### config.mk
export PLATFORM = sky130hd
export DESIGN_NAME = error_code_rotating_display_unit
export DESIGN_NICKNAME = d
export VERILOG_FILES = /design/src/rtl/erd_pkg.sv /design/src/rtl/error_code_rotating_display_unit.sv /design/src/rtl/erd_dpath.sv /design/src/rtl/erd_ctrl.sv
export SDC_FILE = /design/constraint.sdc
export NUM_CORES = 1
export LEC_CHECK = 0
export BUFFER_PORTS_ARGS = -buffer_cell sky130_fd_sc_hd__buf_2
export CELL_PAD_IN_SITES_DETAIL_PLACEMENT = 0
export CELL_PAD_IN_SITES_GLOBAL_PLACEMENT = 1
export CORE_MARGIN = 2
export CORE_UTILIZATION = 40
export CTS_CLUSTER_DIAMETER = 150
export DETAILED_ROUTE_END_ITERATION = 12
export HOLD_SLACK_MARGIN = 0.15
export PLACE_DENSITY_LB_ADDON = 0.1
export SKIP_CTS_REPAIR_TIMING = 1
export SLEW_MARGIN = 20
export SYNTH_ARGS = -nofsm -noshare
export SYNTH_HDL_FRONTEND = slang
export SYNTH_SLANG_ARGS = --single-unit
export TNS_END_PERCENT = 100
### constraint.sdc
create_clock -name clk -period 9.6 [get_ports clk]
set_input_delay 0.96 -clock clk [delete_from_list [all_inputs] [get_ports clk]]
set_output_delay 0.96 -clock clk [all_outputs]
set_load 0.1 [all_outputs]
### src/rtl/erd_pkg.sv
package erd_pkg;

  localparam int LIST_DEPTH_DEF    = 16;
  localparam int LOCATION_BITS_DEF = 4;
  localparam int TYPE_BITS_DEF     = 4;

  localparam int FIELD_W     = 8;
  localparam int CODE_W      = 2 * FIELD_W;
  localparam int CMD_W       = 2;
  localparam int LED_W       = 8;
  localparam int STATUS_W    = 2;
  localparam int COUNT_OUT_W = 5;
  localparam int TICKS_W     = 16;

  localparam logic [TICKS_W-1:0] TICKS_RESET = 16'd1000;

  typedef enum logic [CMD_W-1:0] {
    CMD_ADD    = 2'd0,
    CMD_REMOVE = 2'd1,
    CMD_TICK   = 2'd2,
    CMD_RSVD   = 2'd3
  } cmd_t;

  typedef enum logic [STATUS_W-1:0] {
    ST_ADDED   = 2'd0,
    ST_DUP     = 2'd1,
    ST_FULL    = 2'd2,
    ST_NOT_ADD = 2'd3
  } status_t;

  typedef struct packed {
    logic    capture;
    logic    scan_step;
    logic    add_write;
    logic    remove;
    logic    tick_count;
    logic    show_empty;
    logic    rot_read;
    logic    rot_write;
    logic    disp_read;
    logic    disp_set;
    logic    set_status;
    status_t status;
    logic    load_out;
  } ctrl_cmd_t;

  typedef struct packed {
    cmd_t cmd;
    logic count_zero;
    logic full;
    logic cd_next_zero;
    logic scan_match;
    logic scan_done;
  } dp_status_t;

endpackage

### src/rtl/error_code_rotating_display_unit.sv
// Rotating error code display.
// Input channel (in_valid/in_stall) takes one command per transfer: add a
// (location, type) code, remove the front code, or tick the display timer.
// Each command yields exactly one result transfer on the output channel
// (out_valid/out_stall): the LED code and OK light held since the last tick,
// the add status and the stored entry count after the command.
// cfg_data sets the number of ticks between rotations; cfg_ready is always
// high, so a write completes whenever cfg_valid is high.
// A remove or the unused command goes from dispatch straight to the result.
// A tick shows an empty display or reads the front code for display, first
// rotating the front code when the countdown runs out, which takes a read
// and a write of the entry memory. An add runs the duplicate scan, reading
// one stored entry per cycle from the entry memory, then sets the add status.
// The next input is taken in the cycle after the result is loaded.
// Reset empties the list, clears the display and countdown and loads the
// rotation period with 1000. A stalled result holds in the output register;
// the next command is accepted meanwhile and its result waits until the
// held one is transferred.
module error_code_rotating_display_unit #(
  parameter int LIST_DEPTH    = erd_pkg::LIST_DEPTH_DEF,
  parameter int LOCATION_BITS = erd_pkg::LOCATION_BITS_DEF,
  parameter int TYPE_BITS     = erd_pkg::TYPE_BITS_DEF
) (
  input  logic                            clk,
  input  logic                            rst_n,
  input  logic                            in_valid,
  output logic                            in_stall,
  input  logic [erd_pkg::CMD_W-1:0]       in_cmd,
  input  logic [erd_pkg::FIELD_W-1:0]     in_location,
  input  logic [erd_pkg::FIELD_W-1:0]     in_error_type,
  output logic                            out_valid,
  input  logic                            out_stall,
  output logic [erd_pkg::LED_W-1:0]       out_led_bits,
  output logic                            out_ok_light,
  output logic [erd_pkg::STATUS_W-1:0]    out_add_status,
  output logic [erd_pkg::COUNT_OUT_W-1:0] out_entry_count,
  input  logic                            cfg_valid,
  output logic                            cfg_ready,
  input  logic [erd_pkg::TICKS_W-1:0]     cfg_data
);
  import erd_pkg::*;

  ctrl_cmd_t  ctl;
  dp_status_t dp_sts;

  assign cfg_ready = 1'b1;

  erd_ctrl u_ctrl (
    .clk       (clk),
    .rst_n     (rst_n),
    .in_valid  (in_valid),
    .in_stall  (in_stall),
    .out_valid (out_valid),
    .out_stall (out_stall),
    .sts       (dp_sts),
    .ctl       (ctl)
  );

  erd_dpath #(
    .LIST_DEPTH    (LIST_DEPTH),
    .LOCATION_BITS (LOCATION_BITS),
    .TYPE_BITS     (TYPE_BITS)
  ) u_dpath (
    .clk             (clk),
    .rst_n           (rst_n),
    .ctl             (ctl),
    .sts             (dp_sts),
    .in_cmd          (in_cmd),
    .in_location     (in_location),
    .in_error_type   (in_error_type),
    .cfg_we          (cfg_valid && cfg_ready),
    .cfg_data        (cfg_data),
    .out_led_bits    (out_led_bits),
    .out_ok_light    (out_ok_light),
    .out_add_status  (out_add_status),
    .out_entry_count (out_entry_count)
  );

  a_busy_after_accept: assert property (@(posedge clk) disable iff (!rst_n)
    in_valid && !in_stall |=> in_stall)
    else $error("input taken while a command is still in progress");

  a_no_overwrite: assert property (@(posedge clk) disable iff (!rst_n)
    ctl.load_out |-> !(out_valid && out_stall))
    else $error("stalled result overwritten");

  a_add_not_full: assert property (@(posedge clk) disable iff (!rst_n)
    ctl.add_write |-> !dp_sts.full)
    else $error("entry appended to a full list");

  a_rotate_nonempty: assert property (@(posedge clk) disable iff (!rst_n)
    ctl.rot_write |-> !dp_sts.count_zero)
    else $error("rotation with an empty list");

endmodule

### src/rtl/erd_dpath.sv
module erd_dpath #(
  parameter int LIST_DEPTH    = erd_pkg::LIST_DEPTH_DEF,
  parameter int LOCATION_BITS = erd_pkg::LOCATION_BITS_DEF,
  parameter int TYPE_BITS     = erd_pkg::TYPE_BITS_DEF
) (
  input  logic                            clk,
  input  logic                            rst_n,
  input  erd_pkg::ctrl_cmd_t              ctl,
  output erd_pkg::dp_status_t             sts,
  input  logic [erd_pkg::CMD_W-1:0]       in_cmd,
  input  logic [erd_pkg::FIELD_W-1:0]     in_location,
  input  logic [erd_pkg::FIELD_W-1:0]     in_error_type,
  input  logic                            cfg_we,
  input  logic [erd_pkg::TICKS_W-1:0]     cfg_data,
  output logic [erd_pkg::LED_W-1:0]       out_led_bits,
  output logic                            out_ok_light,
  output logic [erd_pkg::STATUS_W-1:0]    out_add_status,
  output logic [erd_pkg::COUNT_OUT_W-1:0] out_entry_count
);
  import erd_pkg::*;

  localparam int IDX_W   = (LIST_DEPTH > 1) ? $clog2(LIST_DEPTH) : 1;
  localparam int COUNT_W = $clog2(LIST_DEPTH + 1);
  localparam int SUM_W   = COUNT_W + 1;

  function automatic logic [IDX_W-1:0] slot(input logic [IDX_W-1:0] base,
                                             input logic [COUNT_W-1:0] off);
    logic [SUM_W-1:0] sum;
    sum = SUM_W'(base) + SUM_W'(off);
    if (sum >= SUM_W'(LIST_DEPTH)) sum = sum - SUM_W'(LIST_DEPTH);
    return sum[IDX_W-1:0];
  endfunction

  logic [CODE_W-1:0]  mem [LIST_DEPTH];
  logic [CODE_W-1:0]  rdata_r;
  logic [IDX_W-1:0]   head_r;
  logic [COUNT_W-1:0] count_r;
  logic [TICKS_W-1:0] cd_r;
  logic [TICKS_W-1:0] ticks_r;
  logic [LED_W-1:0]   shown_bits_r;
  logic               shown_ok_r;
  logic               pend_r;
  cmd_t               cmd_r;
  logic [CODE_W-1:0]  code_r;
  logic [COUNT_W-1:0] scan_k_r;
  status_t            status_r;
  logic [LED_W-1:0]   out_bits_r;
  logic               out_ok_r;
  status_t            out_status_r;
  logic [COUNT_W-1:0] out_count_r;

  logic               scan_live;
  logic               rd_en;
  logic [IDX_W-1:0]   raddr;
  logic               wr_en;
  logic [IDX_W-1:0]   waddr;
  logic [CODE_W-1:0]  wdata;
  logic [IDX_W-1:0]   head_next1;
  logic [FIELD_W-1:0] disp_loc;
  logic [FIELD_W-1:0] disp_typ;
  logic               disp_ok;
  logic [CODE_W-1:0]  disp_wide;
  logic [LED_W-1:0]   disp_bits;

  assign scan_live  = scan_k_r != count_r;
  assign rd_en      = ctl.rot_read || ctl.disp_read || (ctl.scan_step && scan_live);
  assign raddr      = ctl.scan_step ? slot(head_r, scan_k_r) : head_r;
  assign wr_en      = ctl.add_write || ctl.rot_write;
  assign waddr      = slot(head_r, count_r);
  assign wdata      = ctl.rot_write ? rdata_r : code_r;
  assign head_next1 = slot(head_r, COUNT_W'(1));

  assign disp_loc  = rdata_r[CODE_W-1:FIELD_W];
  assign disp_typ  = rdata_r[FIELD_W-1:0];
  assign disp_ok   = ((disp_loc >> LOCATION_BITS) == '0) && ((disp_typ >> TYPE_BITS) == '0);
  assign disp_wide = (CODE_W'(disp_loc) << TYPE_BITS) | CODE_W'(disp_typ);
  assign disp_bits = disp_ok ? disp_wide[LED_W-1:0] : '0;

  always_ff @(posedge clk) begin
    if (wr_en) mem[waddr] <= wdata;
    if (rd_en) rdata_r <= mem[raddr];
  end

  always_ff @(posedge clk) begin
    if (!rst_n) begin
      head_r       <= '0;
      count_r      <= '0;
      cd_r         <= '0;
      ticks_r      <= TICKS_RESET;
      shown_bits_r <= '0;
      shown_ok_r   <= 1'b0;
      pend_r       <= 1'b0;
    end else begin
      if (cfg_we) ticks_r <= cfg_data;
      if (ctl.capture) begin
        pend_r <= 1'b0;
      end else if (ctl.scan_step) begin
        pend_r <= scan_live;
      end
      if (ctl.add_write) count_r <= count_r + COUNT_W'(1);
      if (ctl.remove && count_r != '0) begin
        head_r  <= head_next1;
        count_r <= count_r - COUNT_W'(1);
      end
      if (ctl.tick_count && cd_r != '0) cd_r <= cd_r - TICKS_W'(1);
      if (ctl.rot_write) begin
        head_r <= head_next1;
        cd_r   <= ticks_r;
      end
      if (ctl.show_empty) begin
        shown_bits_r <= '0;
        shown_ok_r   <= 1'b1;
      end
      if (ctl.disp_set) begin
        shown_bits_r <= disp_bits;
        shown_ok_r   <= disp_ok;
      end
    end
  end

  always_ff @(posedge clk) begin
    if (ctl.capture) begin
      cmd_r    <= cmd_t'(in_cmd);
      code_r   <= {in_location, in_error_type};
      scan_k_r <= '0;
    end else if (ctl.scan_step && scan_live) begin
      scan_k_r <= scan_k_r + COUNT_W'(1);
    end
    if (ctl.set_status) status_r <= ctl.status;
    if (ctl.load_out) begin
      out_bits_r   <= shown_bits_r;
      out_ok_r     <= shown_ok_r;
      out_status_r <= status_r;
      out_count_r  <= count_r;
    end
  end

  assign sts.cmd          = cmd_r;
  assign sts.count_zero   = count_r == '0;
  assign sts.full         = count_r == COUNT_W'(LIST_DEPTH);
  assign sts.cd_next_zero = cd_r <= TICKS_W'(1);
  assign sts.scan_match   = pend_r && (rdata_r == code_r);
  assign sts.scan_done    = !pend_r && !scan_live;

  assign out_led_bits    = out_bits_r;
  assign out_ok_light    = out_ok_r;
  assign out_add_status  = out_status_r;
  assign out_entry_count = COUNT_OUT_W'(out_count_r);

endmodule

### src/rtl/erd_ctrl.sv
module erd_ctrl (
  input  logic                clk,
  input  logic                rst_n,
  input  logic                in_valid,
  output logic                in_stall,
  output logic                out_valid,
  input  logic                out_stall,
  input  erd_pkg::dp_status_t sts,
  output erd_pkg::ctrl_cmd_t  ctl
);
  import erd_pkg::*;

  typedef enum logic [3:0] {
    S_IDLE,
    S_DISPATCH,
    S_SCAN,
    S_ADD,
    S_ROT_RD,
    S_ROT_WR,
    S_DISP_RD,
    S_DISP,
    S_DONE
  } state_t;

  state_t state_r, state_nxt;
  logic   out_valid_r, out_valid_nxt;

  always_comb begin
    ctl       = '0;
    state_nxt = state_r;
    unique case (state_r)
      S_IDLE: begin
        if (in_valid) begin
          ctl.capture = 1'b1;
          state_nxt   = S_DISPATCH;
        end
      end
      S_DISPATCH: begin
        ctl.set_status = 1'b1;
        ctl.status     = ST_NOT_ADD;
        unique case (sts.cmd)
          CMD_ADD: begin
            ctl.set_status = 1'b0;
            state_nxt      = S_SCAN;
          end
          CMD_REMOVE: begin
            ctl.remove = 1'b1;
            state_nxt  = S_DONE;
          end
          CMD_TICK: begin
            ctl.tick_count = 1'b1;
            if (sts.count_zero) begin
              ctl.show_empty = 1'b1;
              state_nxt      = S_DONE;
            end else if (sts.cd_next_zero) begin
              state_nxt = S_ROT_RD;
            end else begin
              state_nxt = S_DISP_RD;
            end
          end
          CMD_RSVD: begin
            state_nxt = S_DONE;
          end
        endcase
      end
      S_SCAN: begin
        ctl.scan_step = 1'b1;
        if (sts.scan_match) begin
          ctl.set_status = 1'b1;
          ctl.status     = ST_DUP;
          state_nxt      = S_DONE;
        end else if (sts.scan_done) begin
          state_nxt = S_ADD;
        end
      end
      S_ADD: begin
        ctl.set_status = 1'b1;
        if (sts.full) begin
          ctl.status = ST_FULL;
        end else begin
          ctl.status    = ST_ADDED;
          ctl.add_write = 1'b1;
        end
        state_nxt = S_DONE;
      end
      S_ROT_RD: begin
        ctl.rot_read = 1'b1;
        state_nxt    = S_ROT_WR;
      end
      S_ROT_WR: begin
        ctl.rot_write = 1'b1;
        state_nxt     = S_DISP_RD;
      end
      S_DISP_RD: begin
        ctl.disp_read = 1'b1;
        state_nxt     = S_DISP;
      end
      S_DISP: begin
        ctl.disp_set = 1'b1;
        state_nxt    = S_DONE;
      end
      S_DONE: begin
        if (!(out_valid_r && out_stall)) begin
          ctl.load_out = 1'b1;
          state_nxt    = S_IDLE;
        end
      end
      default: state_nxt = S_IDLE;
    endcase
  end

  always_comb begin
    out_valid_nxt = out_valid_r;
    if (ctl.load_out) begin
      out_valid_nxt = 1'b1;
    end else if (!out_stall) begin
      out_valid_nxt = 1'b0;
    end
  end

  always_ff @(posedge clk) begin
    if (!rst_n) begin
      state_r     <= S_IDLE;
      out_valid_r <= 1'b0;
    end else begin
      state_r     <= state_nxt;
      out_valid_r <= out_valid_nxt;
    end
  end

  assign in_stall  = state_r != S_IDLE;
  assign out_valid = out_valid_r;

endmodule
==> results_dict.tcl <==
set metrics [dict create \
    track_usage_pct 21.2 \
    syn_nets 1445 \
    fin_area_mm2 0.0193 \
    wl_per_cell_um 23.3 \
    synthXorXnorAreaFrac_pct 2.11 \
    crit_chain "nor4b_4 -> buf_4 -> mux2i_4 -> buf_4 -> buf_4 -> mux2_2 -> o2111ai_1" \
    cp-start-kind "flip-flop" \
    synth_cell_type_count 59 \
    first_pass_iters 8 \
    dp.cells 1921 \
    cp_slowest_cell "buf_4" \
    slowest_delay_ps 670 \
    detailroute.via_count 11109 \
    grt_max_degree 97 \
    hold_start "u_dpath.status_r[1]$_DFFE_PP_" \
    synth_compound_area_share_pct 10.1 \
    yosys.area_share.simple_pct 15.2 \
    netlist_top_cells_area "edfxtp_1, dfxtp_1, mux2_2" \
    synth-main-ff-cell "edfxtp_1" \
    ys_seq_elements 369 \
    num_rows 75 \
    netlist.area_leader.share_pct 54.3 \
    layout_common_cells "edfxtp_1, o21ai_0, nor2b_1" \
    nFillCells 3767 \
    finalCritPeriodShare_pct 43.5 \
    final_common_cell "edfxtp_1" \
    hold_depth 0 \
    slew_headroom_pct 18.8 \
    synthesis.area_mm2 0.0170 \
    criticalPathCategory "reg -> reg" \
    worstSkewPairLatency_ps 570 \
    root_buffer "clkbuf_16" \
    core_area_mm2 0.0419 \
    die_x_um 210 \
    clk_pin_slew_ps 60 \
    setup-tns-final_ps 0 \
    hold_path_class "reg -> reg" \
    synthAdderAreaFrac_pct 1.38 \
    grt_overflow 0 \
    yosysTopAreaCell "edfxtp_1" \
    hold_viol_final 0 \
    grt_setup_unrepaired "no" \
    yosysWarnings 0 \
    async_flop_share_pct 0 \
    clk_path_buf_depth 3 \
    antenna_cells 0 \
    vias_per_cell 5.55 \
    cp.arrival_ps 4570 \
    yosysSeqAreaShare_pct 61.5 \
    status "finished clean" \
    cp.required_ps 9990 \
    multi_input_area_mm2 0.00628 \
    io_buffers 56 \
    antenna_found_initial 0 \
    synth_mux_area_share_pct 7.36 \
    die_area_mm2 0.0442 \
    cts_tree "built" \
    setup_viol 0 \
    area_growth_pct 13.4 \
    fin_crit_ps 4180 \
    wl_mm 46.6 \
    crit_path_frequent_cell "buf_4" \
    crit_fanout 68 \
    dp.final_hpwl_mm 27.7 \
    cap_violations 0 \
    synth_edf_count 308 \
    ff_latch_area_mm2 0.0105 \
    syn_inst 1389 \
    slew_violations 0 \
    ios 58 \
    final_layout_size_suffix_gt1_share_pct 16.4 \
    ant_nets 0 \
    drc 0 \
    placed_area_mm2 0.0180 \
    vdd_ir_drop_max_mv 0.136 \
    synth_top_family_by_area "simple AND/OR/NAND/NOR gates" \
    critPathLaunch "u_ctrl.state_r[1]$_SDFFE_PN0P_" \
    drt-initial-drc-count 932 \
    final_cells 2001 \
    gp_congestion 0.798 \
    start_util_pct 40.6 \
    fin_nets 1484 \
    tightest_slew_ps 1220 \
    cts_made_buffers 43 \
    leakagePower_nw 6.85 \
    finClkSkew_ps 18.0 \
    h-tree-depth 2 \
    fmax_mhz 240 \
    r2r_cells 7 \
    grt_pass1_vias 10875 \
    grt_pass1_wl_mm 69.7 \
    powerDensity_mw_per_mm2 180 \
    cp-end-kind "flip-flop" \
    dieHeight_um 210 \
    r2r_start "u_ctrl.state_r[1]$_SDFFE_PN0P_" \
    cts.sink_count 369 \
    syn_area_per_cell_um2 12.3 \
]
==> worst max-delay path, delay by kind of cell, from the launching register on <==
| family | cells | cell delay, ps |
|---|---|---|
| and+or+nand+nor | 1 | 280 |
| DFF | 1 | 610 |
| muxes | 2 | 1060 |
| buffers and inverters | 3 | 1790 |
| AOI/OAI and AO/OA | 1 | 180 |
==> flip-flops by register name (all words and copies together), names as in the netlist <==
name	flops
u_dpath.shown_bits_r	8
u_dpath.pend_r	1
u_dpath.scan_k_r	5
u_dpath.cmd_r	2
u_dpath.out_add_status	2
u_dpath.count_r	5
u_dpath.out_ok_light	1
u_dpath.shown_ok_r	1
u_dpath.out_entry_count	5
u_dpath.cd_r	16
u_dpath.head_r	4
u_dpath.rdata_r	16
u_dpath.code_r	16
u_dpath.status_r	2
u_ctrl.out_valid	1
u_ctrl.state_r	4
u_dpath.ticks_r	16
u_dpath.out_led_bits	8
u_dpath.mem	256
==> where the power goes <==
group          leakage (nW)  switching, mW  internal (mW)  total [mW]
combinational          2.93          0.109         0.0367       0.146
clock                 0.640          0.648          0.891        1.54
sequential             3.28         0.0178           1.77        1.79
total                  6.85          0.775           2.70        3.47
==> layout make-up <==
type	count	share of cell area, %
inverters	15	0.292
well taps	539	3.49
multi-input cells	915	32.5
flip-flops and latches	369	54.2
clock buffers	57	5.90
repair buffers	84	2.64
clock inverters	22	0.894
==> worst paths after layout <==
check / to / slack, ps
min reg2reg: u_dpath.out_add_status[1]$_DFFE_PP_ / 430
min: u_dpath.out_add_status[1]$_DFFE_PP_ / 430
max reg2reg: u_dpath.rdata_r[2]$_DFFE_PP_ / 5420
max: u_dpath.rdata_r[2]$_DFFE_PP_ / 5420
==> per-layer routing <==
metal / track usage (%) / routed length (µm)
met1: 30.2 / 21100
met2: 33.9 / 21700
met3: 2.53 / 2550
met4: 6.97 / 1160
met5: 0 / 0
==> cells in the mapped netlist (2+ instances only) <==
master	instances
a2111oi_0	2
a211oi_1	8
a21boi_0	2
a21o_1	5
a21oi_1	27
a22oi_1	5
a31oi_1	9
and2_1	97
and3_1	7
buf_1	6
buf_2	4
clkbuf_1	79
dfxtp_1	61
edfxtp_1	308
fa_1	3
ha_1	14
inv_1	14
mux2_2	65
mux2i_1	52
nand2_1	89
nand2b_1	4
nand3_1	64
nand3b_1	4
nand4_1	7
nor2_1	56
nor2b_1	100
nor3_1	13
nor3b_1	2
nor4_1	7
o2111ai_1	21
o211ai_1	4
o21a_1	5
o21ai_0	113
o221ai_1	50
o41ai_1	2
or3_1	8
or3b_2	3
or4_1	9
xnor2_1	33
xor2_1	8
==> logic make-up after synthesis <==
family                   count (synthesis)
XOR/XNOR                                41
adder cells (fa/ha/maj)                 17
AND/OR/NAND/NOR                        477
multiplexers                           117
buffers and inverters                  105
flip-flops                             369
AO/OA/AOI/OAI                          262
other                                    1
==> metrics by stage <==
stage                     total power [mW]  setup WS (ps)  hold slack, ps  utilization (%)
after floorplan                       1.91           6580             400                -
after global placement                1.97           5610             402             42.8
after detailed placement              1.97           5450             407             42.8
after CTS                             3.51           5410             428             46.0
after global routing                  3.58           5100             442             46.0
final                                 3.47           5420             427             46.0
Note: power is estimated with default switching activity, not from simulation.
